**src/design/nabm_pkg.sv**
```systemverilog
// shared types and constants for the neighborhood adjacency bitmap unit
// no dependencies; imported by every module of the unit
package nabm_pkg;

    localparam int MAX_NEIGHBORS_DEF = 64;
    localparam int ID_BITS_DEF       = 32;

    localparam int VID_W  = 32;
    localparam int ROWI_W = 6;
    localparam int ROW_W  = 64;
    localparam int POS_W  = 6;
    localparam int KCNT_W = 7;

    // request command codes
    localparam logic [1:0] CMD_CLEAR = 2'd0;
    localparam logic [1:0] CMD_LOAD  = 2'd1;
    localparam logic [1:0] CMD_PROBE = 2'd2;
    localparam logic [1:0] CMD_READ  = 2'd3;

    typedef struct packed {
        logic [1:0]        command;
        logic [VID_W-1:0]  vertex_id;
        logic [ROWI_W-1:0] row_index;
    } t_nabm_req;

    typedef struct packed {
        logic              hit;
        logic [POS_W-1:0]  position;
        logic [ROW_W-1:0]  row_bits;
        logic [KCNT_W-1:0] key_count;
        logic              overflow;
    } t_nabm_rsp;

    // controller to datapath
    typedef struct packed {
        logic cap_req;
        logic do_clear;
        logic do_load;
        logic srch_init;
        logic srch_issue;
        logic srch_cmp;
        logic row_rd;
        logic finish;
    } t_nabm_cmd;

    // datapath to controller
    typedef struct packed {
        logic [1:0] command;
        logic       srch_open;
        logic       key_eq;
        logic       out_free;
    } t_nabm_sts;

endpackage

```
**src/design/nabm_ctrl.sv**
```systemverilog
// sequencing state machine of the neighborhood adjacency bitmap unit
// depends on nabm_pkg; drives the datapath through t_nabm_cmd
module nabm_ctrl (
    input  logic                i_clk,
    input  logic                i_rst_n,
    input  logic                i_in_valid,
    output logic                o_in_stall,
    input  nabm_pkg::t_nabm_sts i_sts,
    output nabm_pkg::t_nabm_cmd o_cmd
);
    import nabm_pkg::*;

    localparam logic [2:0] S_IDLE     = 3'd0;
    localparam logic [2:0] S_EXEC     = 3'd1;
    localparam logic [2:0] S_SRCH_RD  = 3'd2;
    localparam logic [2:0] S_SRCH_CMP = 3'd3;
    localparam logic [2:0] S_ROW_RD   = 3'd4;
    localparam logic [2:0] S_ROW_WR   = 3'd5;

    logic [2:0] r_state;
    logic [2:0] n_state;

    always_comb begin
        n_state = r_state;
        o_cmd   = '0;
        case (r_state)
            S_IDLE: begin
                if (i_in_valid) begin
                    o_cmd.cap_req = 1'b1;
                    n_state       = S_EXEC;
                end
            end
            S_EXEC: begin
                case (i_sts.command)
                    CMD_CLEAR: begin
                        o_cmd.do_clear = 1'b1;
                        n_state        = S_ROW_RD;
                    end
                    CMD_LOAD: begin
                        o_cmd.do_load = 1'b1;
                        n_state       = S_ROW_RD;
                    end
                    CMD_PROBE: begin
                        o_cmd.srch_init = 1'b1;
                        n_state         = S_SRCH_RD;
                    end
                    default: begin
                        n_state = S_ROW_RD;
                    end
                endcase
            end
            S_SRCH_RD: begin
                if (i_sts.srch_open) begin
                    o_cmd.srch_issue = 1'b1;
                    n_state          = S_SRCH_CMP;
                end else begin
                    n_state = S_ROW_RD;
                end
            end
            S_SRCH_CMP: begin
                o_cmd.srch_cmp = 1'b1;
                n_state        = i_sts.key_eq ? S_ROW_RD : S_SRCH_RD;
            end
            S_ROW_RD: begin
                o_cmd.row_rd = 1'b1;
                n_state      = S_ROW_WR;
            end
            S_ROW_WR: begin
                if (i_sts.out_free) begin
                    o_cmd.finish = 1'b1;
                    n_state      = S_IDLE;
                end
            end
            default: begin
                n_state = S_IDLE;
            end
        endcase
    end

    assign o_in_stall = (r_state != S_IDLE);

    always_ff @(posedge i_clk) begin
        if (!i_rst_n) begin
            r_state <= S_IDLE;
        end else begin
            r_state <= n_state;
        end
    end

endmodule

```
**config.mk**
```make
export PLATFORM = sky130hd
export DESIGN_NAME = nabm_ctrl
export DESIGN_NICKNAME = d
export VERILOG_FILES = /design/src/design/nabm_pkg.sv /design/src/design/nabm_ctrl.sv
export SDC_FILE = /design/constraint.sdc
export NUM_CORES = 1
export LEC_CHECK = 0
export ABC_AREA = 1
export ABC_CLOCK_PERIOD_IN_PS = 1100
export BUFFER_PORTS_ARGS = -buffer_cell sky130_fd_sc_hd__buf_2
export CORE_AREA = 2 2 39 41
export CTS_BUF_LIST = sky130_fd_sc_hd__clkbuf_4 sky130_fd_sc_hd__clkbuf_8
export DETAILED_ROUTE_END_ITERATION = 10
export DIE_AREA = 0 0 41 43
export PLACE_DENSITY = 0.48
export SYNTH_ARGS = -nofsm -noshare
export SYNTH_HDL_FRONTEND = slang
export SYNTH_SLANG_ARGS = --single-unit
```
**constraint.sdc**
```tcl
create_clock -name i_clk -period 1.1 [get_ports i_clk]
set_input_delay 0.11 -clock i_clk [delete_from_list [all_inputs] [get_ports i_clk]]
set_output_delay 0.11 -clock i_clk [all_outputs]
set_load 0.01 [all_outputs]
```
==> results of run 1 <==
==> path summary, 6_finish.rpt <==
path                            startpoint  slack [ns]          to  cells after the start
worst max register to register  r_state[2]        0.06  r_state[2]                      7
worst min-delay path               i_rst_n        0.13  r_state[0]                      3
worst max-delay path            r_state[2]        -0.1    o_cmd[0]                      3
worst min register to register  r_state[2]        0.53  r_state[2]                      2
==> routing by layer <==
layer	global-route usage [%]	vias to the layer above	wire length (um)
met4	6.000	0	0
li1	-	188	-
met1	12.82	148	331
met5	0	-	0
met2	14.69	6	442
met3	1.571	0	26
==> report_power, final <==
group	switching, mW	total (mW)	leakage [nW]	internal (mW)
sequential	0.0207	0.146	0.0264	0.125
combinational	0.160	0.299	0.250	0.139
clock	0.0560	0.216	0.0184	0.160
total	0.236	0.661	0.295	0.424
==> repair_timing <==
| action | 4_1_cts | 5_1_grt |
|---|---|---|
| resized for setup | 15 | 16 |
| setup endpoints to repair | 9 | 12 |
| hold buffers | 0 | 0 |
| setup buffers | 4 | 2 |
| pin swaps | 1 | 8 |
==> layout make-up <==
class	count	area, sq um
fillers	137	860.8
flip-flops and latches	3	68.82
multi-input cells	29	209.0
repair buffers	22	138.9
clock buffers	4	30.03
well taps	16	20.02
inverters	13	56.30
==> cells by family after synthesis <==
logic type / Yosys count / synth area share (%)
AOI/OAI and AO/OA: 3 / 7.104
buffers and inverters: 13 / 19.79
DFF: 3 / 24.37
and+or+nand+nor: 26 / 48.74
==> cells in the mapped netlist (2+ instances only) <==
master and number:
nor2_2 3, dfxtp_1 3, inv_1 12, nor2_1 6, nand2_1 8, nor3_1 2
nand3_1 4
==> worst max-delay path: stages, from the launching register on <==
cell and delay [ns]:
dfxtp_4 0.37, inv_4 0.04, nor4_2 0.26, buf_2 0.18
==> per-stage QoR <==
stage / power (mW) / hold WS [ns] / cells
final: 0.6607 / 0.1273 / 87
after global routing: 0.7138 / 0.1628 / 87
after CTS: 0.6084 / 0.1235 / 86
after detailed placement: 0.3139 / 0.3645 / 78
after global placement: 0.3137 / 0.3648 / 78
after floorplan: 0.2466 / 0.2610 / 45
==> run metrics, run 1 <==
placed instance area 354.1 sq um; Pleak 0.2947 nW; Netlist cell types 14; Finished Core Util 37.79%; DRC Markers 0; nets@finish 80; Antenna Violating Nets Remaining 0; routability-driven placement congestion ratio 0.6872; Rel. slew slack 84.52%; top flop regs r_state: 3 flops; Yosys top cell by area dfxtp_1; synth top area cells dfxtp_1 24%, inv_1 18%, nand2_1 12%, nor2_1 9.1%, nand3_1 8.1%; layout cells sized above 1 69.01%; area of the core 0.001384 sq mm; CTS Buf Count 3; Via Count 342; CP Max Fanout 4; maximum clock rate 0.8364 GHz; Synth-to-Final Area Change 112.2%; drt total wl 800 um; Yosys top cell area share 24.37%; Synth Flop Type dfxtp_1; Overall Global Routing Usage 9.930%; total grt overflow 0; htree depth 1; Via density 3.931; hold violation count in the final report 0; pre-CTS setup slack 0.04899 ns; ANT cells 0; Final HPWL DP 545.8 um; Yosys warnings 0; max-slew violations 0; register bit total from synthesis 3; Clock Latency Late Sink 0.23 ns; # Max-Cap Violations 0; initial DRC count 9; max reg flops 3; setup ws final -0.09564 ns; vias in the first global route 299; number of synthesized flops with an enable pin 0; average routed wire per standard cell 9.195 um; violated checks setup timing; Least-Margin Pin Slew 0.2303 ns; Worst Skew 0.0007508 ns; Cells after Synth 45; Final Cell Area 523.0 sq um; Worst Path Required 0.99 ns; total nets after synthesis 53; commonest non-fill, non-tap cells in the layout 15 x buf_2, 9 x inv_1, 5 x nand2_1, 4 x clkbuf_4, 4 x buf_4; Clock transition at path regs 0.04 ns; Mapped Area 246.5 sq um; Root Buffer clkbuf_4; crit path launch type register; # rows 14; Synth async-reset ratio 0%; crit path time final 1.196 ns; Critical Path AT 1.09 ns; die height 43 um; pwr dens 1263 mW/mm^2; global-route wire length before repair 1173 um; chip width 41 um; Avg Cell Area, Syn 5.477 sq um; number of I/O pins 17; register area share after synthesis 24.37%; crit end category output pin; DR pass1 iterations 4; status finished, violations left; VDD IR-drop max 403.1 uV; Final period util 108.7%; register with the most flip-flops r_state; RSZ-0062 raised after global routing true; TNS Setup -0.4609 ns; CTS tree built; final setup violation count 9; min-delay worst type in2reg; initial antenna violation count 0; Crit Path Class reg2out; most common cell after layout, fill and taps aside buf_2; PortBufs 16; die area 0.001763 sq mm; Clock Path Buffers 2; clk sinks 3; Initial Utilization 17.81%; largest net degree at the start of global routing 6
Power figures use the tool's default switching activity.
==> run 2, diff against run 1 <==
- RECOVER_POWER: not set -> 100
==> run 2 against run 1 <==
  * The flow still finishes with violations (setup timing)
  * Clock skew did not move
  * Maximum frequency barely moved
  * Critical path depth did not move
  * Combinational power fell by 1%
  * Via count rose by 0.29%
  * Worst setup slack got worse by 0.00068 ns
  * Count of clock-buffer cells in the layout did not move
  * Wire length fell by 0.13%
  * Sequential share of layout area rose by 0.063 points
  * Cell count did not move
  * Design area fell by 0.48%
  * Global-route usage did not move
  * Critical endpoint unchanged
  * Largest power group unchanged
  * Highest routed layer unchanged
==> run metrics, run 2 (same netlist as run 1, synthesis figures left out) <==
status finished, violations left; violated checks setup timing; Via Count 343 (+0.29%); CP max stage delay 0.37 ns (about the same); largest net degree at the start of global routing 6 (unchanged); setup ws final -0.09632 ns (-0.0006761 ns); average routed wire per standard cell 9.184 um (-0.12%); Worst Hold Launch i_rst_n; DRC Markers 0 (unchanged); commonest non-fill, non-tap cells in the layout 15 x buf_2, 9 x inv_1, 5 x nand2_1, 4 x clkbuf_4; max-slew violations 0 (unchanged); CTS Buf Count 3 (unchanged); Final HPWL DP 545.8 um (unchanged); Clock transition at path regs 0.04 ns (about the same); layout cells sized above 1 69.01% (unchanged); ANT cells 0 (unchanged); pwr dens 1263 mW/mm^2 (about the same); post-route insts no fill 87 (unchanged); crit path time final 1.196 ns (+0.0006761 ns); # rows 14 (unchanged); maximum clock rate 0.8359 GHz (about the same); vias in the first global route 299 (unchanged); Final period util 108.8% (about the same); area of the core 0.001384 sq mm (unchanged); crit end category output pin; htree depth 1 (unchanged); VDD IR-drop max 397.7 uV (-1.3%); Root Buffer clkbuf_4; Antenna Violating Nets Remaining 0 (unchanged); Synth-to-Final Area Change 111.2%; Overall Global Routing Usage 9.930% (unchanged); top flop regs r_state: 3 flops; final setup violation count 9 (unchanged); global-route wire length before repair 1173 um (unchanged); most common cell after layout, fill and taps aside buf_2; drt total wl 799 um (-0.13%); TNS Setup -0.4560 ns (+0.004853 ns); Final Power 0.6575 mW (-0.48%); number of I/O pins 17 (unchanged); Clock Latency Late Sink 0.23 ns (about the same); Rel. slew slack 84.47% (about the same); nets@finish 80 (unchanged); die area 0.001763 sq mm (unchanged); total grt overflow 0 (unchanged); Worst Skew 0.0007508 ns (unchanged); Critical Path AT 1.09 ns (about the same); Pleak 0.2939 nW (-0.25%); crit path launch type register; max reg flops 3 (unchanged); clk sinks 3 (unchanged); Placed Instances 78 (unchanged); # Max-Cap Violations 0 (unchanged); RSZ-0062 raised after global routing true; register with the most flip-flops r_state; Worst Path Required 0.99 ns (about the same); reg2reg setup slack 0.06 ns (about the same); Least-Margin Pin Slew 0.2310 ns (+0.0006874 ns); CP Max Fanout 4 (unchanged); FF-to-FF Start r_state[2]; routability-driven placement congestion ratio 0.6872 (unchanged); die height 43 um (unchanged); Clock Path Buffers 2 (unchanged); chip width 41 um (unchanged); DR pass1 iterations 4 (unchanged); Max stage delay cell, worst path dfxtp_4; Via density 3.943 (+0.29%); CTS tree built; Crit. Startpoint r_state[2]; min-delay worst type in2reg; Crit Path Class reg2out; cells along the critical path inv_4, nor4_2, buf_2; initial antenna violation count 0 (unchanged); PortBufs 16 (unchanged); initial DRC count 11 (+2); Initial Utilization 17.81% (unchanged); hold violation count in the final report 0 (unchanged)
[run 2: cell count changes in the layout (fill, tap and decap cells not counted), sizes merged]
cell | previous run | this run
buf | 22 | 21
clkbuf | 4 | 5
[run 2: cell type report]
cell class | count | area (sq um)
fill | 138 | 863.3
multi-input combinational | 29 | 209.0
timing repair buffer | 22 | 136.4
sequential | 3 | 68.82
inverter | 13 | 56.30
clock buffer | 4 | 30.03
tap | 16 | 20.02
[run 2: power breakdown]
| group | switching, mW | total, mW | internal, mW | leakage [nW] |
|---|---|---|---|---|
| Clock | 0.0560 | 0.216 | 0.160 | 0.0184 |
| Combinational | 0.160 | 0.295 | 0.136 | 0.249 |
| Sequential | 0.0208 | 0.146 | 0.125 | 0.0264 |
[run 2: repair_timing]
action | in CTS | in global routing
endpoints found under the setup margin | 9 | 12
pin swaps | 1 | 8
gates resized for setup | 15 | 16
setup buffers | 4 | 2
endpoints found under the hold margin | 0 | 0
hold buffers | 0 | 0
[run 2: worst max-delay path: cells and delay by family, from the launching register on]
kind	cells	cell delay [ns]
AND/OR/NAND/NOR	1	0.26
flip-flops	1	0.37
buffers and inverters	2	0.22
[run 2: path summary, 6_finish.rpt]
path	to	depth (start not counted)
max	o_cmd[0]	3
min	r_state[0]	3
max reg2reg	r_state[2]	7
min reg2reg	r_state[2]	2
[run 2: per-layer routing]
metal	GRT usage, %	wire [um]
met1	12.82	330
met5	0	0
met2	14.69	442
met4	6.000	0
met3	1.571	26
[run 2: per-stage QoR]
step	utilization (%)	hold slack (ns)	area [sq um]	setup WS [ns]
detailed placement	25.59	0.3645	354.1	0.04899
global route	37.61	0.1628	520.5	-0.1911
floorplan	-	0.2610	246.5	0.07721
CTS	33.09	0.1235	457.9	-0.1078
global placement	25.59	0.3648	354.1	0.01121
finish	37.61	0.1273	520.5	-0.09632
